--- config.mk ---
export PLATFORM = sky130hd
export DESIGN_NAME = prc_front
export DESIGN_NICKNAME = d
export VERILOG_FILES = /design/src/rtl/prc_pkg.sv /design/src/rtl/prc_front.sv
export SDC_FILE = /design/constraint.sdc
export NUM_CORES = 1
export LEC_CHECK = 0
export BUFFER_PORTS_ARGS = -buffer_cell sky130_fd_sc_hd__buf_2
export CAP_MARGIN = 20
export CELL_PAD_IN_SITES_DETAIL_PLACEMENT = 1
export CELL_PAD_IN_SITES_GLOBAL_PLACEMENT = 1
export CORE_MARGIN = 2
export CORE_UTILIZATION = 11
export DETAILED_ROUTE_END_ITERATION = 12
export GPL_TIMING_DRIVEN = 0
export PLACE_DENSITY_LB_ADDON = 0.1
export SLEW_MARGIN = 20
export SYNTH_ARGS = -nofsm -noshare
export SYNTH_HDL_FRONTEND = slang
export SYNTH_SLANG_ARGS = --single-unit
--- constraint.sdc ---
create_clock -name vclk -period 1.5
set_input_delay 0.075 -clock vclk [all_inputs]
set_output_delay 0.075 -clock vclk [all_outputs]
set_load 0.01 [all_outputs]
--- src/rtl/prc_pkg.sv ---
`timescale 1ns / 1ps
// ----------------------------------------------------------------------------
// prc_pkg
// Shared types, codes and helpers of the packet rule classifier.
// ----------------------------------------------------------------------------
package prc_pkg;

    localparam int PRC_MAX_RULES = 64;

    // command codes (tuser)
    localparam logic [1:0] FUNC_CLASSIFY = 2'd0;
    localparam logic [1:0] FUNC_ADD      = 2'd1;
    localparam logic [1:0] FUNC_DELETE   = 2'd2;
    localparam logic [1:0] FUNC_FLUSH    = 2'd3;

    localparam logic [1:0] DIR_ANY       = 2'd2;
    localparam logic [1:0] PROTO_ANY     = 2'd0;
    localparam logic [1:0] CLASS_TCP     = 2'd1;
    localparam logic [1:0] CLASS_UDP     = 2'd2;
    localparam logic [1:0] CODE_INVALID  = 2'd3;

    localparam logic [7:0] IP_NUM_TCP    = 8'd6;
    localparam logic [7:0] IP_NUM_UDP    = 8'd17;

    localparam logic [1:0] VERDICT_DEFAULT = 2'd0;
    localparam logic [1:0] VERDICT_LOG     = 2'd3;

    localparam logic [2:0] ST_OK        = 3'd0;
    localparam logic [2:0] ST_INVALID   = 3'd1;
    localparam logic [2:0] ST_EXISTS    = 3'd2;
    localparam logic [2:0] ST_NOT_FOUND = 3'd3;
    localparam logic [2:0] ST_FULL      = 3'd4;

    typedef struct packed {
        logic [1:0]  func;
        logic [1:0]  dir;
        logic [1:0]  pcls;
        logic [1:0]  rproto;
        logic [31:0] sip;
        logic [31:0] dip;
        logic [15:0] sport;
        logic [15:0] dport;
        logic [15:0] rnum;
        logic [1:0]  ract;
        logic        bad;
    } t_cmd;

    typedef struct packed {
        logic [15:0] num;
        logic [1:0]  act;
        logic [1:0]  dir;
        logic [1:0]  proto;
        logic [31:0] sip;
        logic [31:0] dip;
        logic [15:0] sport;
        logic [15:0] dport;
    } t_rule;

    typedef struct packed {
        logic [15:0] assigned;
        logic [2:0]  status;
        logic [15:0] mnum;
        logic        matched;
        logic [1:0]  verdict;
    } t_res;

    function automatic logic [1:0] pkt_class(input logic [7:0] ipp);
        logic [1:0] c;
        c = PROTO_ANY;
        if (ipp == IP_NUM_TCP) c = CLASS_TCP;
        else if (ipp == IP_NUM_UDP) c = CLASS_UDP;
        return c;
    endfunction

endpackage

--- src/rtl/prc_front.sv ---
`timescale 1ns / 1ps
// ----------------------------------------------------------------------------
// prc_front
// Decodes an incoming transfer into a table command: packet class,
// port masking for non tcp/udp classify packets and add field validity.
// ----------------------------------------------------------------------------
module prc_front (
    input  logic [127:0]        i_tdata,
    input  logic [1:0]          i_tuser,
    output prc_pkg::t_cmd       o_cmd
);
    import prc_pkg::*;

    logic [1:0] w_dir;
    logic [1:0] w_rproto;
    logic [1:0] w_ract;
    logic [1:0] w_pcls;
    logic       w_strip;

    assign w_dir    = i_tdata[1:0];
    assign w_rproto = i_tdata[11:10];
    assign w_ract   = i_tdata[125:124];
    assign w_pcls   = pkt_class(i_tdata[9:2]);
    // other protocols carry no ports when classified
    assign w_strip  = (i_tuser == FUNC_CLASSIFY) && (w_pcls == PROTO_ANY);

    always_comb begin
        o_cmd.func   = i_tuser;
        o_cmd.dir    = w_dir;
        o_cmd.pcls   = w_pcls;
        o_cmd.rproto = w_rproto;
        o_cmd.sip    = i_tdata[43:12];
        o_cmd.dip    = i_tdata[75:44];
        o_cmd.sport  = w_strip ? 16'd0 : i_tdata[91:76];
        o_cmd.dport  = w_strip ? 16'd0 : i_tdata[107:92];
        o_cmd.rnum   = i_tdata[123:108];
        o_cmd.ract   = w_ract;
        o_cmd.bad    = (w_ract == CODE_INVALID) || (w_dir == CODE_INVALID) ||
                       (w_rproto == CODE_INVALID);
    end
endmodule

==> tab_implementation.tex, run 1 <==
\begin{tabular}{lr}
\hline
Metric & Value \\
\hline
\multicolumn{2}{l}{\textbf{Power}} \\
Sequential cell fraction of total power & 0\% \\
Power share of the clock group & 0\% \\
Post-layout total power & 681 uW \\
Static leakage & 1.36 nW \\
Sw Ratio & 39.6\% \\
Max rail drop VDD & 68.0 uV \\
Power spent charging and discharging nets & 270 uW \\
Internal power consumption & 412 uW \\
Power density cells & 319 nW/um2 \\
Fraction of power consumed by combinational cells & 100.0\% \\
\multicolumn{2}{l}{\textbf{Setup path}} \\
Signal arrival time at the worst endpoint & 1400 ps \\
Req. time, crit path & 1420 ps \\
Maximum cell stage delay along the critical path & 550 ps \\
Number of logic stages on the critical path including buffering & 6 \\
Startpoint class of the critical path & input port \\
Cell class contributing the biggest share of worst-path delay & simple AND/OR/NAND/NOR gates \\
Maximum fanout along the worst path & 6 \\
Crit path cell chain & buf\_2 > and4bb\_1 > or4\_4 > buf\_2 > and3\_1 > buf\_2 \\
Sum of buffers and inverters on the critical path & 3 \\
Critical path class & input port to output pin \\
Most common cell type on the critical path & buf\_2 \\
Cell with the largest stage delay on the worst path & or4\_4 \\
Capturing element type of the critical path & output pin \\
\multicolumn{2}{l}{\textbf{Drt}} \\
DR DRC count & 0 \\
Routed wire per std cell & 12.1 um \\
Total wirelength of the detailed-routed design & 5010 um \\
Iteration count of the initial detailed-routing pass & 4 \\
Via count normalized by instance count & 3.56 \\
Antenna Violating Nets Remaining & 0 \\
Starting DRC count in detailed routing & 32 \\
Overall via count from detail\_route & 1478 \\
\multicolumn{2}{l}{\textbf{Yosys}} \\
Synth Area in Adders & 0\% \\
Mapped Nets & 265 \\
Main combinational cell family by area after synthesis & buffers and inverters \\
Mean Syn Cell Area & 7.29 um2 \\
Xor and xnor fraction of the mapped netlist area & 0\% \\
Fraction of post-synthesis cell area in the top cell type by area & 67.1\% \\
Basic-gate share of the synthesized area counting and, or, nand and nor cells & 26.9\% \\
Distinct cell type count after synthesis & 13 \\
Synth Area in Compound Gates & 1.02\% \\
Top cells by area in the synthesized netlist & buf\_4 (67\%), and3\_1 (19\%), buf\_6 (3.4\%) \\
Register area share after synthesis & 0\% \\
Share of synthesized area spent on multiplexers & 0\% \\
Number of standard cells after synthesis & 135 \\
Top cell type by total area after synthesis & buf\_4 \\
Post-Synthesis Cell Area & 985 um2 \\
Synthesis warning total & 0 \\
\multicolumn{2}{l}{\textbf{Final layout}} \\
FF+latch area & 0 um2 \\
Layout overhead on the synthesized area & 117\% \\
FILL cells & 1124 \\
\# diodes & 0 \\
Layout cells sized above 1 & 92.5\% \\
Post-Layout Inst Area & 2140 um2 \\
Count of flip-flops and latches & 0 \\
Nets & 439 \\
\# clk buffers & 0 \\
\multicolumn{2}{l}{\textbf{Global routing}} \\
Maximum number of pins on one net before global-route repair & 11 \\
Via count of the first global-routing pass & 1361 \\
Overall overflow remaining after global route & 0 \\
Number of antenna violations at the first check in global routing & 0 \\
Wire length of the first global-routing pass & 6910 um \\
Total GRT Usage & 8.35\% \\
\multicolumn{2}{l}{\textbf{Placed design}} \\
Placement-stage worst setup slack & -208 ps \\
Port Buf Inserts & 171 \\
DPL Wire Length & 4580 um \\
Weighted congestion reported at the end of routability-driven placement & 0.702 \\
Post-place instance area & 1980 um2 \\
\multicolumn{2}{l}{\textbf{STA}} \\
Sum of negative setup slack & 0 ps \\
RSZ-0062 raised after global routing & yes \\
Max-slew headroom & 79.4\% \\
Slew at the pin closest to its max-slew limit & 306 ps \\
Count of final max-slew check failures & 0 \\
Fraction of the cycle the final worst path needs & 98.4\% \\
Minimum hold slack & 333 ps \\
Final number of setup-violating endpoints & 0 \\
Min cycle time layout & 1480 ps \\
Fmax achieved & 678 MHz \\
Setup slack after layout & 24.0 ps \\
Hold Vio Cnt, Final & 0 \\
\multicolumn{2}{l}{\textbf{CTS}} \\
Number of post-CTS setup repair buffers & 0 \\
Cts-stage hold buffer count & 0 \\
\multicolumn{2}{l}{\textbf{Floorplanning}} \\
Total Die Area & 9720 um2 \\
Die width & 98.6 um \\
Number of top-level design ports & 253 \\
Area of the core region & 8720 um2 \\
Num rows & 34 \\
Initial core utilization & 11.3\% \\
Die height & 98.6 um \\
\multicolumn{2}{l}{\textbf{Min path}} \\
Instance count along the most critical hold path & 2 \\
Classification of the worst-slack hold path & input port to output pin \\
\multicolumn{2}{l}{\textbf{Run status}} \\
Result of the run & finished clean \\
\multicolumn{2}{l}{\textbf{Run}} \\
Number of max-cap violations & 0 \\
\hline
\end{tabular}
## routing by layer
layer	vias up	share of wire, %	global-route usage, %
met1	647	30	8.03
met2	129	57	18.6
met3	0	13	1.70
met4	0	0	0
met5	-	0	0
li1	702	-	-
## cell usage in the layout, fill, tap and decap left out
master    netlist  routed
buf_6           3      16
and3_4          0      12
and3_2          2       2
nor4_2          0       1
and2_1          1       1
buf_4          88      88
buf_2           0     159
inv_1           1       1
or3_4           0       1
a222oi_1        1       1
and2_2          1       1
or4_4           1       1
and3_1         30      18
and4bb_1        2       2
clkbuf_2        0       3
## Yosys cell counts, drive strengths merged
| cell type | number |
|---|---|
| a222oi | 1 |
| and2 | 2 |
| and3 | 32 |
| and4bb | 2 |
| buf | 91 |
| clkbuf | 3 |
| inv | 1 |
| nor4 | 1 |
| or3 | 1 |
| or4 | 1 |
## cells by family (layout without fill, tap and decap cells)
group | Yosys count | count (layout)
compound gates | 1 | 1
simple gates | 39 | 39
buf+inv | 95 | 267
## through the flow
step	utilization (%)	instances
after floorplan	-	135
after global placement	22.7	414
after detailed placement	22.7	414
after CTS	22.8	414
after global routing	24.5	415
final	24.5	415
## layout make-up
cell class                      count  area (um2)  area share, %
Timing Repair Buffer              172         942           44.1
Buffer                             94         709           33.2
Multi-Input combinational cell     40         347           16.2
Tap cell                          108         135           6.32
Inverter                            1        3.75          0.176
## power by group through the flow
stage / combinational, mW / sequential (mW) / clock (mW)
2_1_floorplan: 0.360 / 0 / 0
4_1_cts: 0.633 / 0 / 0
3_3_place_gp: 0.629 / 0 / 0
3_5_place_dp: 0.628 / 0 / 0
5_1_grt: 0.733 / 0 / 0
6_report: 0.681 / 0 / 0
## what timing repair did
| action | 4_1_cts | 5_1_grt |
|---|---|---|
| resized for setup | 4 | 27 |
| hold endpoints to repair | 0 | 0 |
| endpoints found under the setup margin | 30 | 25 |
| cloned | 0 | 1 |
## path summary, 6_finish.rpt
path | start | endpoint
setup / recovery | i_tdata[2] | o_cmd[24]
hold / removal | i_tdata[122] | o_cmd[17]
(Power assumes the default switching activity.)
==> run 2, diff against run 1 <==
- CORE_UTILIZATION: 11 -> 10
- clock period: 1.5 -> 1.3 ns (I/O delays scaled with it)
==> tab_implementation.tex, run 2 (same netlist as run 1, synthesis figures left out) <==
\begin{tabular}{lr}
\hline
Metric & Value \\
\hline
\multicolumn{2}{l}{\textbf{Global routing}} \\
Total GRT Usage & 7.04\% \\
Most congested layer reported by global routing & met2 \\
Via count of the first global-routing pass & 1242 \\
Met3 capacity usage during global routing & 0.538\% \\
Grt met1 use & 8.62\% \\
Overall overflow remaining after global route & 0 \\
Maximum number of pins on one net before global-route repair & 11 \\
Wire length of the first global-routing pass & 6130 um \\
GR met2 Demand/Resource & 14.1\% \\
Number of antenna violations at the first check in global routing & 0 \\
\multicolumn{2}{l}{\textbf{Placed design}} \\
Port Buf Inserts & 171 \\
Weighted congestion reported at the end of routability-driven placement & 0.671 \\
Number of placed instances with taps included & 439 \\
Post-place instance area & 2010 um2 \\
DPL Wire Length & 4510 um \\
\multicolumn{2}{l}{\textbf{Drt}} \\
Routed wire per std cell & 11.2 um \\
Total wirelength of the detailed-routed design & 4910 um \\
Overall via count from detail\_route & 1402 \\
Via count normalized by instance count & 3.19 \\
DR DRC count & 0 \\
Starting DRC count in detailed routing & 13 \\
Iteration count of the initial detailed-routing pass & 4 \\
Antenna Violating Nets Remaining & 0 \\
\multicolumn{2}{l}{\textbf{Final layout}} \\
Multi-input gate area & 357 um2 \\
Layout overhead on the synthesized area & 121\% \\
Post-Layout Inst Area & 2180 um2 \\
Top library cells by usage in the layout, fill and taps aside & buf\_2 (158), buf\_4 (89), buf\_6 (16), and3\_1 (16), and3\_4 (14) \\
Layout Utilization & 22.5\% \\
FF+latch area & 0 um2 \\
Most common cell after layout, fill and taps aside & buf\_2 \\
\# clk buffers & 0 \\
Nets & 439 \\
FILL cells & 1208 \\
Count of flip-flops and latches & 0 \\
\# diodes & 0 \\
Non-filler cells in the finished layout & 440 \\
Layout cells sized above 1 & 93.2\% \\
\multicolumn{2}{l}{\textbf{STA}} \\
Minimum hold slack & 314 ps \\
Fraction of the cycle the final worst path needs & 112\% \\
Slew at the pin closest to its max-slew limit & 292 ps \\
Hold Vio Cnt, Final & 0 \\
Setup slack after layout & -157 ps \\
Max-slew headroom & 80.4\% \\
Count of final max-slew check failures & 0 \\
Final number of setup-violating endpoints & 32 \\
Min cycle time layout & 1460 ps \\
RSZ-0062 raised after global routing & yes \\
Fmax achieved & 686 MHz \\
\multicolumn{2}{l}{\textbf{Setup path}} \\
Startpoint class of the critical path & input port \\
Capturing element type of the critical path & output pin \\
Maximum cell stage delay along the critical path & 560 ps \\
Req. time, crit path & 1240 ps \\
Maximum fanout along the worst path & 10 \\
Sum of buffers and inverters on the critical path & 3 \\
Cell class contributing the biggest share of worst-path delay & simple AND/OR/NAND/NOR gates \\
Crit path cell chain & buf\_6 > and4bb\_1 > or4\_4 > buf\_6 > and3\_4 > buf\_2 \\
Most common cell type on the critical path & buf\_6 \\
Cell with the largest stage delay on the worst path & or4\_4 \\
Signal arrival time at the worst endpoint & 1390 ps \\
Critical path class & input port to output pin \\
\multicolumn{2}{l}{\textbf{Floorplanning}} \\
Total Die Area & 10700 um2 \\
Die height & 103 um \\
Area of the core region & 9680 um2 \\
Die width & 103 um \\
Number of top-level design ports & 253 \\
Num rows & 36 \\
Initial core utilization & 10.2\% \\
\multicolumn{2}{l}{\textbf{Run status}} \\
Result of the run & finished with violations \\
Failing checks & setup timing \\
\multicolumn{2}{l}{\textbf{Power}} \\
Fraction of power consumed by combinational cells & 100.0\% \\
Power density cells & 361 nW/um2 \\
Internal power consumption & 478 uW \\
Sequential cell fraction of total power & 0\% \\
Static leakage & 1.36 nW \\
Power spent charging and discharging nets & 309 uW \\
Post-layout total power & 788 uW \\
Power share of the clock group & 0\% \\
Max rail drop VDD & 82.4 uV \\
Sw Ratio & 39.3\% \\
\multicolumn{2}{l}{\textbf{Run}} \\
Number of max-cap violations & 0 \\
\multicolumn{2}{l}{\textbf{Min path}} \\
Classification of the worst-slack hold path & input port to output pin \\
\multicolumn{2}{l}{\textbf{CTS}} \\
Cts-stage hold buffer count & 0 \\
\hline
\end{tabular}
[run 2: cell count changes in the layout (fill, tap and decap cells not counted)]
cell	change
and3_1	-2
buf_4	+1
and3_4	+2
buf_2	-1
[run 2: worst paths after layout]
path	from	end	cells past startpoint
max	i_tdata[4]	o_cmd[28]	6
min	i_tdata[113]	o_cmd[8]	2
[run 2: power groups by stage]
stage               logic [mW]  clock network, mW  registers [mW]
detailed placement       0.724                  0               0
CTS                      0.767                  0               0
floorplan                0.415                  0               0
global placement         0.724                  0               0
global route             0.858                  0               0
finish                   0.788                  0               0
[run 2: cell type report]
cell class / instances / area share [%]
multi-input combinational: 40 / 16.4
tap: 133 / 7.63
timing repair buffer: 172 / 43.3
inverter: 1 / 0.172
buffer: 94 / 32.5
[run 2: through the flow]
step	TNS, ps	setup WS [ps]
after floorplan	0	128
after global placement	-9520	-365
after detailed placement	-9530	-350
after CTS	-4600	-175
after global routing	-5870	-219
final	-4000	-157
[run 2: what timing repair did]
item	in CTS	in global routing
cloned	1	0
endpoints found under the setup margin	32	32
pin swaps	5	0
setup buffers	0	0
resized for setup	19	18
[run 2: routing by layer]
metal  part of all wire [%]  vias to the layer above  routed length (um)
li1                       -                      699                   -
met1                     34                      592                1670
met2                     56                      111                2750
met3                     10                        0                 495
met4                      0                        0                   0
met5                      0                        -                   0
