### src/rtl/prc_pkg.sv
`timescale 1ns / 1ps
// ----------------------------------------------------------------------------
// prc_pkg
// Shared types, codes and helpers of the packet rule classifier.
// ----------------------------------------------------------------------------
package prc_pkg;

    localparam int PRC_MAX_RULES = 64;

    // command codes (tuser)
    localparam logic [1:0] FUNC_CLASSIFY = 2'd0;
    localparam logic [1:0] FUNC_ADD      = 2'd1;
    localparam logic [1:0] FUNC_DELETE   = 2'd2;
    localparam logic [1:0] FUNC_FLUSH    = 2'd3;

    localparam logic [1:0] DIR_ANY       = 2'd2;
    localparam logic [1:0] PROTO_ANY     = 2'd0;
    localparam logic [1:0] CLASS_TCP     = 2'd1;
    localparam logic [1:0] CLASS_UDP     = 2'd2;
    localparam logic [1:0] CODE_INVALID  = 2'd3;

    localparam logic [7:0] IP_NUM_TCP    = 8'd6;
    localparam logic [7:0] IP_NUM_UDP    = 8'd17;

    localparam logic [1:0] VERDICT_DEFAULT = 2'd0;
    localparam logic [1:0] VERDICT_LOG     = 2'd3;

    localparam logic [2:0] ST_OK        = 3'd0;
    localparam logic [2:0] ST_INVALID   = 3'd1;
    localparam logic [2:0] ST_EXISTS    = 3'd2;
    localparam logic [2:0] ST_NOT_FOUND = 3'd3;
    localparam logic [2:0] ST_FULL      = 3'd4;

    typedef struct packed {
        logic [1:0]  func;
        logic [1:0]  dir;
        logic [1:0]  pcls;
        logic [1:0]  rproto;
        logic [31:0] sip;
        logic [31:0] dip;
        logic [15:0] sport;
        logic [15:0] dport;
        logic [15:0] rnum;
        logic [1:0]  ract;
        logic        bad;
    } t_cmd;

    typedef struct packed {
        logic [15:0] num;
        logic [1:0]  act;
        logic [1:0]  dir;
        logic [1:0]  proto;
        logic [31:0] sip;
        logic [31:0] dip;
        logic [15:0] sport;
        logic [15:0] dport;
    } t_rule;

    typedef struct packed {
        logic [15:0] assigned;
        logic [2:0]  status;
        logic [15:0] mnum;
        logic        matched;
        logic [1:0]  verdict;
    } t_res;

    function automatic logic [1:0] pkt_class(input logic [7:0] ipp);
        logic [1:0] c;
        c = PROTO_ANY;
        if (ipp == IP_NUM_TCP) c = CLASS_TCP;
        else if (ipp == IP_NUM_UDP) c = CLASS_UDP;
        return c;
    endfunction

endpackage

### src/rtl/prc_queue.sv
`timescale 1ns / 1ps
// ----------------------------------------------------------------------------
// prc_queue
// Two-entry command queue between the decode front and the table engine.
// ----------------------------------------------------------------------------
module prc_queue (
    input  logic          i_clk,
    input  logic          i_rst_n,
    input  logic          i_push,
    input  prc_pkg::t_cmd i_data,
    output logic          o_full,
    input  logic          i_pop,
    output logic          o_valid,
    output prc_pkg::t_cmd o_data
);
    import prc_pkg::*;

    t_cmd       r_slot [2];
    logic       r_wr_ptr;
    logic       r_rd_ptr;
    logic [1:0] r_cnt;

    assign o_full  = (r_cnt == 2'd2);
    assign o_valid = (r_cnt != 2'd0);
    assign o_data  = r_slot[r_rd_ptr];

    always_ff @(posedge i_clk) begin
        if (i_push) begin
            r_slot[r_wr_ptr] <= i_data;
        end
    end

    always_ff @(posedge i_clk) begin
        if (!i_rst_n) begin
            r_wr_ptr <= 1'b0;
            r_rd_ptr <= 1'b0;
            r_cnt    <= 2'd0;
        end else begin
            if (i_push) r_wr_ptr <= ~r_wr_ptr;
            if (i_pop)  r_rd_ptr <= ~r_rd_ptr;
            r_cnt <= r_cnt + {1'b0, i_push} - {1'b0, i_pop};
        end
    end
endmodule

### config.mk
export PLATFORM = sky130hd
export DESIGN_NAME = prc_queue
export DESIGN_NICKNAME = d
export VERILOG_FILES = /design/src/rtl/prc_pkg.sv /design/src/rtl/prc_queue.sv
export SDC_FILE = /design/constraint.sdc
export NUM_CORES = 1
export LEC_CHECK = 0
export BUFFER_PORTS_ARGS = -buffer_cell sky130_fd_sc_hd__buf_2
export CORE_UTILIZATION = 40
export DETAILED_ROUTE_END_ITERATION = 10
export PLACE_DENSITY = 0.65
export SYNTH_ARGS = -nofsm -noshare
export SYNTH_HDL_FRONTEND = slang
export SYNTH_SLANG_ARGS = --single-unit
### constraint.sdc
create_clock -name i_clk -period 6.4 [get_ports i_clk]
set_clock_uncertainty 0.2 [all_clocks]
set_input_delay 0.32 -clock i_clk [delete_from_list [all_inputs] [get_ports i_clk]]
set_output_delay 0.32 -clock i_clk [all_outputs]
set_load 0.05 [all_outputs]
==> out/summary.txt, run 1 <==
I/O Pins: 252
synthesized area: 9393 um^2
Die W: 155.2 um
VDD IR-drop max: 234.3 uV
hold_sp: i_data[13]
power per cell area: 319.1 nW/um^2
Crit Path Class: flop to output port
buffers plus inverters on the worst setup path: 2
synth top area cells: edfxtp_1 79%, mux2_4 11%, mux2_2 6.4%, dfxtp_1 1.1%, buf_6 0.96%
CP startpoint kind: flop
area grow syn2layout: 39.58%
Post-route DRC: 0
CP max FO: 60
Post-synth top cells: 246 x edfxtp_1, 70 x mux2_4, 53 x mux2_2
Worst-Skew Late Latency: 520 ps
Clk pin slew, worst setup/hold paths: 60 ps
Fmax: 0.3018 GHz
hold crit path type: input port to flop
R2R Setup Slk: 3820 ps
# fillers: 1742
top cell type by total area after synthesis: edfxtp_1
vias in the first global route: 5579
Ys Warns: 0
WHS Endpoint: r_slot[0][13]
most common cell in the synthesized netlist: edfxtp_1
CTS tree: built
Clock power frac: 0.367
CP endpoint kind: output port
# setup viols final: 0
deepest clock path buffer count: 3
Mapped Cells: 404
Largest stage delay, worst path: 920 ps
final layout net count: 930
GR Overflow Total: 0
cell class contributing the biggest share of worst-path delay: flip-flops
Core Util, Final: 0.5738
Final Critical Period: 3313 ps
CTS root buf: clkbuf_16
Sw Share: 0.2550
htree depth: 1
final instance area: 13110 um^2
internal power: 3.117 mW
RR Startpoint: r_wr_ptr
syn avg cell area: 23.25 um^2
core outline area: 22850 um^2
post-detail-place hpwl: 11360 um
LEAKAGE: 5.118 nW
relative slew slack: 0.3974
drt wl/cell: 16.36 um
Tcrit/Tclk final: 0.5177
number of cell rows: 55
Final ANT Viol Nets: 0
Slew Viols, Final: 0
status: finished, final reports clean
die height: 155.2 um
largest net degree at the start of global routing: 68
Post-Route WL: 18490 um
# Max-Cap Violations: 0
DP Cell Count: 959
DP Area: 10960 um^2
Post-synth EDFFs: 246
RSZ-0062 raised after global routing: false
Total GRT Usage: 0.1488
R2R cell count: 2
layout cells sized above 1: 0.5116
worst slew pin tran: 903.9 ps
via count: 5117
P_sw: 1.067 mW
final hold vios: 0
CTS sink cnt: 251
antenna violations before repair: 0
die area: 24100 um^2
worst reg2reg endpoint: r_slot[1][78]
worst endpoint required time: 5880 ps
Pre-Repair DR Iteration Count: 4
distinct cell type count after synthesis: 15
top cell type's share of synthesized area: 0.7865
Initial Utilization: 0.4111
combinational fraction of design power: 0.169
filler-free cell count of the finished design: 1130
register bit count reported by yosys: 251
PortBufs: 251
DR vias/cell: 4.528
FFs w/ async S/R, synth: 0
DR iter-0 viols: 200
ANT cells: 0
top_reg_cell synth: edfxtp_1
TNS Setup: 0 ps
Cells on Worst Hold Path: 2
first-pass GRT wire length: 28100 um
Worst EP arrival: 2790 ps
syn_nets: 533
Seq/Total Area, Yosys: 0.7971
RD Place Congestion: 0.7684
CP max stage cell: dfxtp_4
post-CTS setup buffers: 0
Flop pwr share: 0.464
crit-path cells: buf_4 > mux2_4 > buf_2
CTS Buf Count: 26
==> layout make-up <==
class	instances	area [um^2]	share of cell area
Tap cell	313	391.6	0.02987
Timing Repair Buffer	383	2565	0.1956
Clock inverter	15	193.9	0.01479
Multi-Input combinational cell	137	1778	0.1356
Sequential cell	251	7491	0.5714
Inverter	2	7.507	0.0005726
Clock buffer	29	683.2	0.05211
==> power groups by stage <==
| stage | Sequential, mW | Combinational (mW) | Clock [mW] |
|---|---|---|---|
| finish | 1.94 | 0.708 | 1.53 |
| global route | 1.95 | 0.740 | 1.64 |
| CTS | 1.94 | 0.710 | 1.58 |
| detailed placement | 1.98 | 0.646 | 0 |
| global placement | 1.97 | 0.635 | 0 |
| floorplan | 1.96 | 0.519 | 0 |
==> per-layer routing <==
metal,vias up,global-route usage,share of wire
met3,29,0.03816,0.061
met4,0,0.03968,0.022
met5,-,0,0
li1,2401,-,-
met2,185,0.2722,0.51
met1,2502,0.1728,0.40
==> stage by stage <==
step | total power [mW] | setup WS [ps] | hold WS, ps
CTS | 4.230 | 3032 | 292.2
detailed placement | 2.623 | 3601 | 310.9
finish | 4.184 | 3087 | 318.9
floorplan | 2.478 | 2216 | 218.9
global placement | 2.606 | 3654 | 307.9
global route | 4.328 | 2931 | 293.2
==> registers in the layout (all words and copies together), names as in the netlist, named ones only <==
name      cells
r_slot      246
r_cnt         2
r_rd_ptr      1
r_wr_ptr      1
==> what timing repair did <==
action | 4_1_cts | 5_1_grt
gates resized for setup | 0 | 0
hold buffers | 127 | 0
hold endpoints to repair | 251 | 0
==> kinds of logic after synthesis <==
family	Yosys count	synth area share
xor gates and xnor gates	2	0.003330
DFF	251	0.7971
muxes	123	0.1754
buffers and inverters	16	0.01465
AOI/OAI and AO/OA	1	0.0007996
adders and majority gates	2	0.002664
and+or+nand+nor	9	0.005994
==> worst reg2reg max path, cell delays in order (launching register included) <==
cell and delay, ps:
dfxtp_1 390, and2_4 710, buf_4 820
==> cell usage in the layout (no fill, tap or decap), types with 2 or more instances in the layout <==
master,synthesis,final
and2_1,4,3
buf_2,5,251
buf_4,0,5
bufinv_16,0,5
clkbuf_1,0,2
clkbuf_16,0,27
clkinv_1,0,7
clkinv_2,0,2
dfxtp_1,5,4
dlygate4sd3_1,0,127
edfxtp_1,246,246
ha_1,2,2
inv_1,2,2
mux2_2,53,53
mux2_4,70,70
nor2b_1,4,3
==> worst max path at each step <==
stage / cells past startpoint / slack [ps] / to / start
after floorplan: 1 / 2220 / r_slot[0][0] / i_push
after global placement: 3 / 3650 / o_data[97] / flop
after detailed placement: 3 / 3600 / o_data[97] / flop
after CTS: 3 / 3030 / o_data[97] / flop
after global routing: 3 / 2930 / o_data[87] / flop
final: 3 / 3090 / o_data[87] / flop
Note: power is estimated with default switching activity, not from simulation.
==> run 2, diff against run 1 <==
==> constraint.sdc (replaced) <==
create_clock -name i_clk -period 2.9 [get_ports i_clk]
set_clock_uncertainty 0.2 [all_clocks]
set_input_delay 0.145 -clock i_clk [delete_from_list [all_inputs] [get_ports i_clk]]
set_output_delay 0.145 -clock i_clk [all_outputs]
set_load 0.05 [all_outputs]
==> out/summary.txt, run 2 (synthesis results as in run 1) <==
status: finished, final reports clean (unchanged)
CTS tree: built (unchanged)
deepest clock path buffer count: 3 (unchanged)
final layout net count: 933 (was 930)
Worst EP arrival: 2030 ps (was 2790 ps)
Core Util, Final: 0.5745 (was 0.5738)
worst slew pin tran: 585.7 ps (was 903.9 ps)
number of cell rows: 55 (unchanged)
LEAKAGE: 5.125 nW (was 5.118 nW)
Post-Route WL: 18570 um (was 18490 um)
Final Critical Period: 2377 ps
Die W: 155.2 um (unchanged)
Worst-Skew Late Latency: 510 ps (was 520 ps)
area grow syn2layout: 39.75% (was 39.58%)
commonest non-fill, non-tap cell in the layout: buf_2 (unchanged)
final hold vios: 0 (unchanged)
CP startpoint kind: flop (unchanged)
CP endpoint kind: output port (unchanged)
post-detail-place hpwl: 11280 um (was 11360 um)
PortBufs: 251 (unchanged)
largest net degree at the start of global routing: 97 (was 68)
CTS Buf Count: 27 (was 26)
Clk pin slew, worst setup/hold paths: 60 ps (about the same)
CTS root buf: clkbuf_16 (unchanged)
Largest stage delay, worst path: 480 ps (was 920 ps)
RD Place Congestion: 0.7037 (was 0.7684)
RSZ-0062 raised after global routing: false (unchanged)
DR vias/cell: 4.549 (was 4.528)
Crit Path Class: flop to output port (unchanged)
Post-route DRC: 0 (unchanged)
Most flops, register: r_slot (unchanged)
filler-free cell count of the finished design: 1135 (was 1130)
# Max-Cap Violations: 0 (unchanged)
antenna violations before repair: 0 (unchanged)
GR Overflow Total: 0 (unchanged)
CTS sink cnt: 251 (unchanged)
# setup viols final: 0 (unchanged)
CP max FO: 54 (was 60)
crit-path cells: buf_12 > mux2_2 > buf_2 (was buf_4 > mux2_4 > buf_2)
core outline area: 22850 um^2 (unchanged)
TNS Setup: 0 ps (unchanged)
DP Cell Count: 961 (was 959)
worst endpoint required time: 2560 ps (was 5880 ps)
hold crit path type: input port to flop (unchanged)
layout cells sized above 1: 0.5109 (was 0.5116)
Final ANT Viol Nets: 0 (unchanged)
Pre-Repair DR Iteration Count: 4 (unchanged)
DR iter-0 viols: 190 (was 200)
VDD IR-drop max: 603.8 uV (was 234.3 uV)
vias in the first global route: 5697 (was 5579)
PnR worst setup slack: 523.0 ps (was 3087 ps)
die area: 24100 um^2 (unchanged)
RR Startpoint: r_wr_ptr (unchanged)
Initial Utilization: 0.4111 (unchanged)
htree depth: 1 (unchanged)
Total GRT Usage: 0.1504 (was 0.1488)
relative slew slack: 0.6095 (was 0.3974)
Placement Setup Slack: 989.9 ps (was 3601 ps)
die height: 155.2 um (unchanged)
I/O Pins: 252 (unchanged)
Fmax: 0.4207 GHz
power per cell area: 690.5 nW/um^2 (was 319.1 nW/um^2)
first-pass GRT wire length: 28460 um (was 28100 um)
largest registers: r_slot: 246 flops, r_cnt: 2 flops (unchanged)
Slew Viols, Final: 0 (unchanged)
number of flip-flops in the largest register: 246 (unchanged)
Tcrit/Tclk final: 0.8197
hold_sp: i_data[15] (was i_data[13])
CP max stage cell: dfxtp_4 (unchanged)
most frequent cells in the layout: 251 x buf_2, 246 x edfxtp_1, 127 x dlygate4sd3_1 (unchanged)
via count: 5163 (was 5117)
drt wl/cell: 16.36 um (about the same)
Power, Total: 9.063 mW (was 4.184 mW)
ANT cells: 0 (unchanged)
run 2: cell types whose count changed in the layout (fill, tap and decap cells not counted), sizes merged:
cell	change
buf	+2
clkinv	-2
bufinv	-3
clkbuf	+9
clkinvlp	-1
run 2: timing repair:
action / in CTS / in global routing
hold buffers: 127 / 0
resized for setup: 0 / 0
hold endpoints to repair: 251 / 0
setup buffers: 0 / 0
run 2: final cells by class:
type	count	area (um^2)
Fill cell	1769	9721
Sequential cell	251	7491
Timing Repair Buffer	385	2630
Multi-Input combinational cell	137	1778
Clock buffer	38	737.0
Tap cell	313	391.6
Clock inverter	9	91.34
Inverter	2	7.507
run 2: critical path, delay by kind of cell (launching register included):
kind	cells	cell delay, ps
buffers and inverters	2	590
DFF	1	480
muxes	1	400
run 2: worst paths after layout:
kind	endpoint	slack [ps]	cells after the start
setup / recovery	o_data[1]	520	3
hold / removal	r_slot[1][15]	160	2
setup reg to reg	r_slot[1][33]	1020	2
hold reg to reg	flop	430	2
run 2: metrics by stage:
stage / hold WS (ps) / instance area [um^2]
after floorplan: 43.87 / 9402
after global placement: 132.2 / 11030
after detailed placement: 136.3 / 11030
after CTS: 132.6 / 13130
after global routing: 138.2 / 13130
final: 156.2 / 13130
run 2: layer usage:
| layer | GRT usage | vias up | part of all wire | wire length, um |
|---|---|---|---|---|
| met4 | 0.03828 | 0 | 0.022 | 412 |
| met2 | 0.2797 | 199 | 0.51 | 9455 |
| met5 | 0 | - | 0 | 0 |
| li1 | - | 2404 | - | - |
| met3 | 0.03844 | 29 | 0.067 | 1242 |
| met1 | 0.1715 | 2531 | 0.40 | 7460 |
run 2: power breakdown:
group | switching, mW | internal [mW] | total (mW) | leakage (nW)
combinational | 1.03 | 0.575 | 1.60 | 2.37
clock | 1.28 | 1.93 | 3.21 | 0.406
sequential | 0.0552 | 4.20 | 4.25 | 2.35
total | 2.36 | 6.70 | 9.06 | 5.13
==> run 3, diff against run 2 <==
--- a/config.mk
+++ b/config.mk
@@ -5,10 +5,11 @@
 export SDC_FILE = /design/constraint.sdc
 export NUM_CORES = 1
 export LEC_CHECK = 0
+export ABC_AREA = 1
 export BUFFER_PORTS_ARGS = -buffer_cell sky130_fd_sc_hd__buf_2
 export CORE_UTILIZATION = 40
 export DETAILED_ROUTE_END_ITERATION = 10
-export PLACE_DENSITY = 0.65
+export PLACE_DENSITY = 0.62
 export SYNTH_ARGS = -nofsm -noshare
 export SYNTH_HDL_FRONTEND = slang
 export SYNTH_SLANG_ARGS = --single-unit
==> constraint.sdc (replaced) <==
create_clock -name i_clk -period 2.2 [get_ports i_clk]
set_clock_uncertainty 0.2 [all_clocks]
set_input_delay 0.11 -clock i_clk [delete_from_list [all_inputs] [get_ports i_clk]]
set_output_delay 0.11 -clock i_clk [all_outputs]
set_load 0.05 [all_outputs]
==> out/summary.txt, run 3 <==
power per cell area: 891.9 nW/um^2 (was 690.5 nW/um^2)
first-pass GRT wire length: 28750 um (was 28460 um)
syn avg cell area: 22.57 um^2 (was 23.25 um^2)
Post-synth EDFFs: 246 (unchanged)
distinct cell type count after synthesis: 13 (was 15)
Synth Area in Adders: 0.002665 (was 0.002664)
sequential cell area: 7492 um^2 (was 7491 um^2)
final layout net count: 946 (was 933)
Seq/Total Area, Yosys: 0.7973 (was 0.7971)
FFs w/ async S/R, synth: 0 (unchanged)
core outline area: 22850 um^2 (unchanged)
CTS sink cnt: 251 (unchanged)
Post-Route WL: 18770 um (was 18570 um)
CTS tree: built (unchanged)
final hold vios: 0 (unchanged)
Power, Total: 11.79 mW (was 9.063 mW)
via count: 5184 (was 5163)
synthesized area: 9390 um^2 (was 9393 um^2)
drt wl/cell: 16.33 um (was 16.36 um)
post-detail-place hpwl: 11470 um (was 11280 um)
Worst EP arrival: 1830 ps (was 2030 ps)
Die W: 155.2 um (about the same)
complex-gate fraction of the synthesized area: 0.0005330 (was 0.0007993)
# fillers: 1763 (was 1769)
Tcrit/Tclk final: 0.9709
Largest stage delay, worst path: 460 ps (was 480 ps)
commonest non-fill, non-tap cell in the layout: buf_2 (unchanged)
Most flops, register: r_slot (unchanged)
Post-route DRC: 0 (unchanged)
Slew Viols, Final: 0 (unchanged)
Fmax: 0.4682 GHz
Ys Warns: 0 (unchanged)
CTS Buf Count: 26 (was 27)
I/O Pins: 252 (unchanged)
PortBufs: 251 (unchanged)
Clk pin slew, worst setup/hold paths: 60 ps (about the same)
Mapped Cells: 416 (was 404)
Pre-Repair DR Iteration Count: 4 (unchanged)
CP endpoint kind: output port (unchanged)
antenna violations before repair: 0 (unchanged)
top cell type's share of synthesized area: 0.7867 (was 0.7865)
largest registers: r_slot: 246 flops, r_cnt: 2 flops (unchanged)
R2R Setup Slk: 300 ps (was 1020 ps)
buffers plus inverters on the worst setup path: 2 (unchanged)
Total GRT Usage: 0.1528 (was 0.1504)
PnR worst setup slack: 64.03 ps (was 523.0 ps)
top_reg_cell synth: edfxtp_1 (unchanged)
LEAKAGE: 5.175 nW (was 5.125 nW)
worst slew pin tran: 449.8 ps (was 585.7 ps)
area of the multi-input gates: 1757 um^2 (was 1778 um^2)
# Max-Cap Violations: 0 (unchanged)
largest net degree at the start of global routing: 78 (was 97)
worst endpoint required time: 1890 ps (was 2560 ps)
Final Critical Period: 2136 ps
Post-synth top cells: 246 x edfxtp_1, 70 x mux2_4, 53 x mux2_2 (unchanged)
CP max FO: 40 (was 54)
ANT cells: 0 (unchanged)
die area: 24090 um^2 (was 24100 um^2)
VDD IR-drop max: 660.4 uV (was 603.8 uV)
RD Place Congestion: 0.7417 (was 0.7037)
mux share of post-synthesis cell area: 0.1755 (was 0.1754)
DR vias/cell: 4.512 (was 4.549)
top cell type by total area after synthesis: edfxtp_1 (unchanged)
final instance area: 13220 um^2 (was 13130 um^2)
htree depth: 1 (unchanged)
relative slew slack: 0.7002 (was 0.6095)
synth top area cells: edfxtp_1 79%, mux2_4 11%, mux2_2 6.4%, dfxtp_1 1.1%, buf_6 0.96% (unchanged)
Crit Path Class: flop to output port (unchanged)
crit-path cells: buf_16 > mux2_2 > buf_2 (was buf_12 > mux2_2 > buf_2)
DP Area: 11090 um^2 (was 11030 um^2)
Initial Utilization: 0.4110 (was 0.4111)
CP startpoint kind: flop (unchanged)
DR iter-0 viols: 228 (was 190)
syn_nets: 545 (was 533)
GR Overflow Total: 0 (unchanged)
cell class contributing the biggest share of worst-path delay: flip-flops (was buffers and inverters)
register bit count reported by yosys: 251 (unchanged)
area grow syn2layout: 40.73% (was 39.75%)
DP Cell Count: 974 (was 961)
status: finished, final reports clean (unchanged)
layout cells sized above 1: 0.5072 (was 0.5109)
RSZ-0062 raised after global routing: true (was false)
Placement Setup Slack: 471.4 ps (was 989.9 ps)
die height: 155.2 um (about the same)
most frequent cells in the layout: 250 x buf_2, 246 x edfxtp_1, 127 x dlygate4sd3_1 (was 251 x buf_2, 246 x edfxtp_1, 127 x dlygate4sd3_1)
Final ANT Viol Nets: 0 (unchanged)
post-synthesis simple-gate area fraction: 0.007328 (was 0.005994)
hold crit path type: input port to flop (unchanged)
post-synthesis xor/xnor area fraction: 0 (was 0.003330)
vias in the first global route: 5672 (was 5697)
# setup viols final: 0 (unchanged)
CTS root buf: clkbuf_16 (unchanged)
number of cell rows: 55 (unchanged)
largest family of logic cells by synthesized area: multiplexers (unchanged)
Worst-Skew Late Latency: 510 ps (about the same)
CP max stage cell: dfxtp_4 (unchanged)
filler-free cell count of the finished design: 1149 (was 1135)
most common cell in the synthesized netlist: edfxtp_1 (unchanged)
number of flip-flops in the largest register: 246 (unchanged)
deepest clock path buffer count: 3 (unchanged)
Hold Slack: 119.9 ps (was 156.2 ps)
run 3: cell count changes after synthesis, sizes merged:
cell / change
nand2: +9
nor2: +8
inv: +5
and2: -4
nor2b: -4
a21oi: +1
nand3: +1
o21a: -1
or2: -1
xnor3: -1
xor2: -1
run 3: routing by layer:
| layer | wire length, um | vias to the layer above | global-route usage |
|---|---|---|---|
| li1 | - | 2438 | - |
| met1 | 7831 | 2519 | 0.1816 |
| met2 | 9174 | 199 | 0.2711 |
| met3 | 1394 | 28 | 0.04262 |
| met4 | 368 | 0 | 0.04248 |
| met5 | 0 | - | 0 |
run 3: path summary, 6_finish.rpt:
check	startpoint	end	cells past startpoint
setup / recovery	flop	o_data[16]	3
hold / removal	i_data[22]	r_slot[0][22]	2
setup reg to reg	r_cnt[0]	r_cnt[0]	7
hold reg to reg	r_rd_ptr	flop	2
run 3: through the flow:
step / setup TNS, ps / util
2_1_floorplan: -142770 / -
3_3_place_gp: 0 / 0.4853
3_5_place_dp: 0 / 0.4853
4_1_cts: 0 / 0.5780
5_1_grt: -79.80 / 0.5784
6_report: 0 / 0.5784
run 3: power breakdown:
part	leakage [nW]	total, mW	switching, mW	internal (mW)
Clock	0.410	4.26	1.68	2.58
Sequential	2.35	5.61	0.0693	5.54
Combinational	2.41	1.91	1.22	0.690
Total	5.17	11.8	2.97	8.81
run 3: worst register-to-register path: stages, from the launching register on:
cell and delay [ps]:
dfxtp_1 330, inv_1 60, ha_1 270, inv_1 40, ha_1 260, nand2_1 70, dlygate4sd3_1 550, inv_1 40
run 3: cell families (layout without fill, tap and decap cells):
kind of cell,after synthesis,count (layout)
AOI/OAI and AO/OA,1,1
muxes,123,123
buffers and inverters,21,441
adders and majority gates,2,2
and+or+nand+nor,18,18
DFF,251,251
run 3: layout make-up:
class | instances | area share
clock buffers | 33 | 0.05283
clock inverters | 14 | 0.01070
inverters | 7 | 0.002272
multi-input cells | 144 | 0.1329
flip-flops and latches | 251 | 0.5669
well taps | 313 | 0.02963
repair buffers | 387 | 0.2047
run 3: what timing repair did:
| action | 4_1_cts | 5_1_grt |
|---|---|---|
| hold endpoints to repair | 251 | 0 |
| setup buffers | 1 | 0 |
| endpoints found under the setup margin | 92 | 25 |
| hold buffers | 127 | 0 |
| gates resized for setup | 0 | 3 |
